**src/rtl/sac_queue.sv**
```systemverilog
// ----------------------------------------------------------------------------
// sac_queue
// Two-entry queue between the classifying front and the lookup back.
// ----------------------------------------------------------------------------
module sac_queue #(
    parameter int DW = 39
) (
    input  logic          clk,
    input  logic          rst_n,
    input  logic          push,
    input  logic [DW-1:0] push_data,
    output logic          full,
    input  logic          pop,
    output logic          not_empty,
    output logic [DW-1:0] pop_data
);

    logic [DW-1:0] slot_reg [2];
    logic          wr_ptr_reg, rd_ptr_reg;
    logic [1:0]    count_reg;

    assign full      = (count_reg == 2'd2);
    assign not_empty = (count_reg != 2'd0);
    assign pop_data  = slot_reg[rd_ptr_reg];

    // storage
    always_ff @(posedge clk)
    begin
        if (push)
            slot_reg[wr_ptr_reg] <= push_data;
    end

    // pointers and fill count
    always_ff @(posedge clk or negedge rst_n)
    begin
        if (!rst_n)
        begin
            wr_ptr_reg <= 1'b0;
            rd_ptr_reg <= 1'b0;
            count_reg  <= 2'd0;
        end
        else
        begin
            if (push)
                wr_ptr_reg <= ~wr_ptr_reg;
            if (pop)
                rd_ptr_reg <= ~rd_ptr_reg;
            count_reg <= count_reg + 2'(push) - 2'(pop);
        end
    end

endmodule

```
**config.mk**
```make
export PLATFORM = sky130hd
export DESIGN_NAME = sac_queue
export DESIGN_NICKNAME = d
export VERILOG_FILES = /design/src/rtl/sac_queue.sv
export SDC_FILE = /design/constraint.sdc
export NUM_CORES = 1
export LEC_CHECK = 0
export BUFFER_PORTS_ARGS = -buffer_cell sky130_fd_sc_hd__buf_2
export CAP_MARGIN = 15
export CELL_PAD_IN_SITES_DETAIL_PLACEMENT = 0
export CELL_PAD_IN_SITES_GLOBAL_PLACEMENT = 2
export CORE_AREA = 3 3 94 105
export DETAILED_ROUTE_END_ITERATION = 10
export DIE_AREA = 0 0 97 108
export PLACE_DENSITY = 0.83
export SYNTH_ARGS = -nofsm -noshare
export SYNTH_HDL_FRONTEND = slang
export SYNTH_SLANG_ARGS = --single-unit
```
**constraint.sdc**
```tcl
create_clock -name clk -period 2.4 [get_ports clk]
set_clock_uncertainty 0.05 [all_clocks]
set_input_delay 0.24 -clock clk [delete_from_list [all_inputs] [get_ports clk]]
set_output_delay 0.24 -clock clk [all_outputs]
set_load 0.1 [all_outputs]
```
==> flow_summary.toml <==
[status]
status = "finished clean"

[place]
hpwl_um = 3191
place_inst = 333
numPortBuffers = 83
gp_congestion = 0.6456

[clocking]
cts_max_path_buffers = 2
numClockSinks = 82
cts_buffers = 9
htreeDepth = 3
clkTransAtPathRegs_ns = 0.08
worstSkewPairLatency_ns = 0.33
cts_setup_buffers = 0
cts_tree = "built"
cts-root-buf = "clkbuf_8"

[timing]
fmax_ghz = 0.5180
rsz0062_at_grt = "no"
tightest_slew_ns = 0.5387
tns_ns = 0
min_period_ns = 1.931
final-max-slew-violation-count = 0
setup_viol_count_final = 0
worst_slew_margin_rel = 0.6409
hold_violations = 0
period_share = 0.8044

[layout]
fillCellCount = 825
antenna_cells = 0
area_growth_pct = 25.64
largest_reg_flops = 78
final_nets = 276
drive_above_1_share = 0.6059
post_layout_nonfiller_instances = 350

[global_route]
antenna_found_initial = 0
grt_pass1_wl_um = 7686
gr-usage-all-layers = 0.09596
grt_max_degree = 41
overflow = 0
grt_pass1_vias = 1602

[synthesis]
synth_area_leaders = "edfxtp_1 (77%), mux2_2 (15%), dfrtp_1 (3.3%)"
yosysMostFrequentCell = "edfxtp_1"
synth_fp_nets = 181
syn_inst = 136
synth_largest_area_cell = "edfxtp_1"
yosysWarningCount = 0
yosysSeqAreaShare = 0.8073
ys.flop_type = "edfxtp_1"
synth_common_cells = "edfxtp_1 (78), mux2_2 (39), buf_6 (4), dfrtp_1 (4)"
syn_avg_cell_area_um2 = 22.25
synth_area_mm2 = 0.003025
async_flop_share = 0.04878
ys_types = 11
synth-seq-cells = 82
synth_edf_count = 78
synth.top_cell.area_share = 0.7742

[floorplan]
initial_core_util = 0.3409
io_pins = 84
fp.dieW_um = 97
dieArea_mm2 = 0.01048
core-area_mm2 = 0.008874
row_count = 36
die_y_um = 108

[routing]
wl_met1_um = 1943
routed-via-count = 1525
post_drt_wl_per_cell_um = 13.79
ant_nets = 0
drtIter0Drc = 29
top_layer_used = "met4"
dr_wl_met3_um = 332
avgViaCountPerCell = 4.357
wl_um = 4828
drt_pre_antenna_iters = 4
drc = 0
met2_length_um = 2469

[setup_path]
cp-start-kind = "flip-flop"
r2r-start = "wr_ptr_reg"
rrSetupSlack_ns = 0.85
critPathCapture = "pop_data[34]"
cp-end-kind = "primary output"
cp_data_required_time_ns = 2.11
r2r_end = "slot_reg[1][15]"
path_class = "reg2out"
arrival_ns = 1.64
crit_fanout = 40
reg2reg_depth = 2
crit_start = "rd_ptr_reg"

[worst_hold_path]
hp-class = "in2reg"
hold_start = "push_data[32]"

[run]
maxCapViolCount = 0
how the worst min path moves through the flow:
stage,depth (start not counted),to
6_report,1,slot_reg[1][32]
4_1_cts,1,slot_reg[1][31]
5_1_grt,1,slot_reg[1][3]
3_3_place_gp,1,count_reg[1]
2_1_floorplan,0,count_reg[0]
3_5_place_dp,1,count_reg[0]
through the flow:
step	utilization	hold WS [ns]	setup WS (ns)	area, µm²
after global placement	0.4061	0.001583	0.8222	3603
final	0.4284	0.04050	0.4694	3801
after global routing	0.4284	0.01652	0.3944	3801
after CTS	0.4284	0.01325	0.4188	3801
after detailed placement	0.4061	0.006241	0.8130	3603
after floorplan	-	-0.1056	0.3960	3028
cells in the final DEF, fill, tap and decap left out, drive strengths merged:
cell	netlist	layout
and2	1	1
buf	4	87
bufinv	0	1
clkbuf	0	12
clkinvlp	0	3
dfrtp	4	4
dlygate4sd3	0	1
edfxtp	78	78
ha	2	2
inv	2	2
mux2	39	39
nor2b	2	2
or2	1	1
xor2	2	2
xor3	1	1
repair_timing:
action                                 4_1_cts  5_1_grt
setup endpoints to repair                    0        0
hold buffers                                 1        0
resized for setup                            0        0
endpoints found under the hold margin        4        0
critical path, cell delays in order (launching register included):
cell and delay (ns):
dfrtp_2 0.38, buf_12 0.23, mux2_2 0.38, buf_2 0.30
logic make-up (layout without fill, tap and decap cells):
family                   count (synthesis)  after routing  share of synthesized area
flip-flops                              82             82                     0.8073
buffers and inverters                    6            106                    0.01737
multiplexers                            39             39                     0.1452
adder cells (fa/ha/maj)                  2              2                   0.008270
XOR/XNOR                                 3              3                    0.01365
AND/OR/NAND/NOR                          4              4                   0.008273
area by class of cell:
cell class	instances	area, µm²	share of cell area
multi-input cells	48	539.3	0.1419
clock inverters	4	52.55	0.01382
clock buffers	12	135.1	0.03555
flip-flops and latches	82	2444	0.6429
inverters	2	7.507	0.001975
repair buffers	88	480.5	0.1264
well taps	114	142.6	0.03752
per-layer routing:
layer  GRT usage  vias to the layer above
met5           0                        -
met1      0.1036                      741
met4     0.05717                        0
li1            -                      717
met2      0.1667                       59
met3     0.02968                        8
Power is not shown: default switching activity piles up to over one toggle a cycle in this logic, so the estimate is an artifact.
