### src/rtl/sac_pkg.sv
// ----------------------------------------------------------------------------
// sac_pkg
// Shared types and codes for the set-associative LRU cache tag store.
// ----------------------------------------------------------------------------
package sac_pkg;

    // configuration register indexes
    localparam logic [1:0] CFG_SET_BITS   = 2'd0;
    localparam logic [1:0] CFG_BLOCK_BITS = 2'd1;
    localparam logic [1:0] CFG_WAYS_USED  = 2'd2;

    localparam int AGE_W   = 3;
    localparam int TAG_W   = 32;
    localparam int CNT_W   = 32;
    localparam logic [AGE_W-1:0] AGE_MAX = 3'd7;

    // outcome of the first access
    localparam logic [1:0] OUT_HIT   = 2'd0;
    localparam logic [1:0] OUT_MISS  = 2'd1;
    localparam logic [1:0] OUT_EVICT = 2'd2;

    // one result item
    typedef struct packed {
        logic [CNT_W-1:0] eviction_count;
        logic [CNT_W-1:0] miss_count;
        logic [CNT_W-1:0] hit_count;
        logic             second_hit;
        logic [1:0]       outcome;
    } res_t;

endpackage

### src/rtl/sac_front.sv
// ----------------------------------------------------------------------------
// sac_front
// Holds the geometry registers and splits each address into set and tag.
// ----------------------------------------------------------------------------
module sac_front #(
    parameter int MAX_SET_BITS = 6,
    parameter int WAYS         = 8,
    parameter int SET_IW       = (MAX_SET_BITS > 0) ? MAX_SET_BITS : 1
) (
    input  logic              clk,
    input  logic              rst_n,
    input  logic              cfg_we,
    input  logic [1:0]        cfg_index,
    input  logic [4:0]        cfg_data,
    input  logic [31:0]       address,
    output logic [SET_IW-1:0] set_idx,
    output logic [31:0]       tag,
    output logic [4:0]        nways
);

    logic [2:0] set_bits_reg;
    logic [4:0] block_bits_reg;
    logic [3:0] ways_used_reg;
    logic [3:0] sb;
    logic [5:0] sh;
    logic [31:0] above_block;
    logic [SET_IW-1:0] set_mask;

    // geometry registers
    always_ff @(posedge clk or negedge rst_n)
    begin
        if (!rst_n)
        begin
            set_bits_reg   <= '0;
            block_bits_reg <= '0;
            ways_used_reg  <= 4'd1;
        end
        else if (cfg_we)
        begin
            case (cfg_index)
                sac_pkg::CFG_SET_BITS:   set_bits_reg   <= cfg_data[2:0];
                sac_pkg::CFG_BLOCK_BITS: block_bits_reg <= cfg_data;
                sac_pkg::CFG_WAYS_USED:  ways_used_reg  <= cfg_data[3:0];
                default: ;
            endcase
        end
    end

    // saturate set bits and ways in use
    always_comb
    begin
        sb = ({1'b0, set_bits_reg} > 4'(MAX_SET_BITS)) ? 4'(MAX_SET_BITS)
                                                         : {1'b0, set_bits_reg};
        if (ways_used_reg == 4'd0)
            nways = 5'd1;
        else if ({1'b0, ways_used_reg} > 5'(WAYS))
            nways = 5'(WAYS);
        else
            nways = {1'b0, ways_used_reg};
    end

    // address split
    always_comb
    begin
        sh          = 6'(block_bits_reg) + 6'(sb);
        above_block = address >> block_bits_reg;
        set_mask    = ~({SET_IW{1'b1}} << sb);
        set_idx     = above_block[SET_IW-1:0] & set_mask;
        tag         = (sh >= 6'd32) ? 32'd0 : (address >> sh[4:0]);
    end

endmodule

### config.mk
export PLATFORM = sky130hd
export DESIGN_NAME = sac_front
export DESIGN_NICKNAME = d
export VERILOG_FILES = /design/src/rtl/sac_pkg.sv /design/src/rtl/sac_front.sv
export SDC_FILE = /design/constraint.sdc
export NUM_CORES = 1
export LEC_CHECK = 0
export CAP_MARGIN = 20
export CELL_PAD_IN_SITES_DETAIL_PLACEMENT = 1
export CELL_PAD_IN_SITES_GLOBAL_PLACEMENT = 2
export CORE_ASPECT_RATIO = 1.5
export CORE_MARGIN = 2
export CORE_UTILIZATION = 36
export CTS_BUF_LIST = sky130_fd_sc_hd__clkbuf_16
export DETAILED_ROUTE_END_ITERATION = 10
export DONT_BUFFER_PORTS = 1
export GPL_ROUTABILITY_DRIVEN = 1
export GPL_TIMING_DRIVEN = 0
export HOLD_SLACK_MARGIN = 0.1
export PLACE_DENSITY = 0.8
export SETUP_SLACK_MARGIN = 0.3
export SYNTH_ARGS = -nofsm -noshare
export SYNTH_HDL_FRONTEND = slang
export SYNTH_SLANG_ARGS = --single-unit
### constraint.sdc
create_clock -name clk -period 3.2 [get_ports clk]
set_input_delay 0.16 -clock clk [delete_from_list [all_inputs] [get_ports clk]]
set_output_delay 0.16 -clock clk [all_outputs]
set_load 0.02 [all_outputs]
==> results.toml <==
[die]
initial_core_util_pct = 37.2
die_w_microns = 85.7
core.rowCount = 44
die_h_microns = 127
die_area_sq_um = 10800
io_pins = 85
core_sq_um = 9690

[placed_design]
gp_congestion = 0.955
place_hpwl_microns = 11000
numPortBuffers = 0
dp_slack_ns = -0.302

[synthesis]
async_reset_ff_share_pct = 100
synth-edff-count = 0
synth_area_per_cell_sq_um = 9.05
yosysWarnings = 0
syn_inst = 398
syn-num-nets = 444
ys_ff_latch = 12
mappedNetlistArea_sq_um = 3600
synth_ff_type = "dfrtp_1"
ys_seq_area_share_pct = 8.37
ys_types = 53

[detailed_routing]
via_per_inst = 6.69
drt-total-wl_microns = 15400
drtIter0Drc = 194
post-route-drc-count = 0
dr.pass1.iters = 4
final_antenna_net_count = 0
route.vias.total = 3781
drt-wirelength-per-cell_microns = 27.2

[timing]
finalClockSkew_ns = 0
min_period_ns = 3.42
hold_violations = 0
setup_tns_ns = -1.47
max_freq_ghz = 0.293
setup_violations = 19
fin_crit_sh_pct = 107
worst_pin_slew_ns = 0.803
slew_violations = 0
worst_slack_ns = -0.216
rsz0062_at_grt = "yes"
relSlewSlack_pct = 46.5

[clock_tree]
cts.path.max_buffers = 2
clk_pin_slew_worst_paths_ns = 0.04
cts_max_level = 1
cts_made_buffers = 3
clock-sinks = 12
cts_tree = "built"
cts-root-buf = "clkbuf_16"
clock_latency_ns = 0.24

[worst_hold_path]
hold_path_class = "input pin to flop"
worstHoldStart = "cfg_index[1]"
hold_end = "set_bits_reg[1]"
hold_depth = 2

[cells_and_area]
fill_cells = 1038
syn_to_final_growth_pct = 41.5
largest_reg_flops = 5
multiInputGateArea_sq_um = 3710
insertedDiodeCount = 0
nets = 497
seqCellArea_sq_um = 304
drive_above_1_share_pct = 52.9

[setup_path]
reg2reg_to = "block_bits_reg[2]"
path_class = "flop to output port"
crit_chain = "clkbuf_8 > a21boi_2 > ha_2 > inv_2 > fa_2 > buf_12 > buf_16 > mux4_2 > nand2_2 > nor3_2 > nor3_2 > buf_4 > o22ai_4"
r2r_setup_slack_ns = 1.76
crit_required_ns = 3.04
r2r_start = "block_bits_reg[2]"
worst-r2r-cell-count = 3
worst_path_largest_cell_delay_ns = 0.63
arrival_ns = 3.26
setup.worst_path.end_class = "output port"
cp_top_family = "adder cells"
slowest_stage = "fa_2"
start_kind = "flop"
worst_path_most_repeated_cell = "nor3_2"
crit_fanout = 5
cp_num_buf_inv = 5

[global_route]
grt-ovfl-total = 0
grt_pass1_wl_microns = 22900
grt_usage_pct = 26.9
grt_max_degree = 13
antenna_found_initial = 0
grt_pass1_vias = 4103

[pwr]
p_leak_nw = 1.97
cellPowerDensity_nw_per_um2 = 1150
worst_ir_drop_vdd_v = 0.000714

[flow_run]
drv_cap = 0

[run_status]
violations = "setup timing"
status = "complete, but fails checks"
-- layer usage --
| metal | up-vias | share of wire (%) | global-route usage [%] |
|---|---|---|---|
| met5 | - | 0 | 0 |
| met4 | 0 | 5.2 | 10.9 |
| met3 | 48 | 5.5 | 4.81 |
| met2 | 167 | 54 | 51.0 |
| met1 | 1926 | 35 | 28.6 |
| li1 | 1640 | - | - |
-- cell type report --
class / count / share of cell area (%)
multi-input combinational: 336 / 72.7
timing repair buffer: 48 / 10.1
sequential: 12 / 5.96
buffer: 36 / 5.81
tap: 115 / 2.82
clock buffer: 3 / 1.47
inverter: 14 / 1.03
clock inverter: 1 / 0.0736
-- worst register-to-register path, cell delays in order (launching register included) --
cell and delay [ns]:
dfrtp_1 0.35, buf_2 0.22, buf_1 0.53, mux2_2 0.27
-- power by group --
| part | switching, mW | internal, mW | total [mW] |
|---|---|---|---|
| Combinational | 3.00 | 2.41 | 5.41 |
| Sequential | 0.0273 | 0.184 | 0.211 |
| Clock | 0.0620 | 0.164 | 0.226 |
-- cell families after synthesis --
| group | share of synthesized area, % |
|---|---|
| simple gates | 15.4 |
| fa+ha+maj | 1.60 |
| other cells | 0.104 |
| flops | 8.37 |
| buf+inv | 7.71 |
| xor+xnor | 1.60 |
| compound gates | 15.8 |
| mux | 49.4 |
-- Yosys cell counts (7+ instances only) --
library cell   n  share of area, %
dfrtp_1       11               7.6
a21oi_1       18               2.5
o21ai_0        8               1.1
o22ai_1       15               2.6
mux4_1        15                11
mux2i_1       44                12
mux2_2        27               8.4
a2bb2oi_1      7               1.7
nand2_1       55               5.7
nor2_1        34               3.5
buf_4          7               1.5
buf_2         15               2.1
nand3_1       10               1.4
mux4_2        26                16
inv_1         13               1.4
-- metrics by stage --
step	utilization (%)	total power, mW	hold WS, ns	instance area [sq um]	cells
2_1_floorplan	-	3.00	-0.136	3690	398
3_3_place_gp	39.6	3.66	-0.135	3830	513
3_5_place_dp	39.6	3.70	-0.135	3830	513
4_1_cts	49.0	5.18	0.175	4750	550
5_1_grt	52.6	6.12	0.229	5100	565
6_report	52.6	5.85	0.172	5100	565
-- how the worst max path moves through the flow --
stage          cells past startpoint  slack (ns)               from  endpoint
2_1_floorplan                      9        0.25    set_bits_reg[2]    tag[6]
3_3_place_gp                      10       -0.28  block_bits_reg[1]    tag[1]
3_5_place_dp                      10       -0.30  block_bits_reg[1]    tag[1]
4_1_cts                            9       -0.13    set_bits_reg[2]    tag[7]
5_1_grt                           13       -0.29    set_bits_reg[2]    tag[1]
6_report                          13       -0.22    set_bits_reg[2]    tag[1]
-- repair_timing --
| item | CTS | global route |
|---|---|---|
| hold buffers | 6 | 0 |
| hold endpoints to repair | 24 | 0 |
| gates resized for setup | 119 | 53 |
| setup buffers | 24 | 15 |
| setup endpoints to repair | 32 | 32 |
| cloned | 3 | 0 |
| pin swaps | 20 | 21 |
-- placed cells by master (no fill, tap or decap), drive strengths merged, types with 3 or more instances in the layout --
cell type / synthesis / routed
nor2b: 6 / 6
nand3: 10 / 10
mux2i: 44 / 44
nor3: 6 / 6
xnor2: 3 / 3
buf: 30 / 72
nand2b: 3 / 3
dlygate4sd3: 0 / 6
mux2: 32 / 32
clkbuf: 6 / 9
o22ai: 15 / 15
o221ai: 7 / 7
mux4: 41 / 41
ha: 3 / 3
nor2: 35 / 35
o21ai: 13 / 13
dfrtp: 11 / 11
a2bb2oi: 7 / 7
a31oi: 5 / 5
nand2: 55 / 55
a22oi: 4 / 4
inv: 13 / 14
nand3b: 3 / 3
a211oi: 5 / 5
a21oi: 18 / 18
Power figures use the tool's default switching activity.
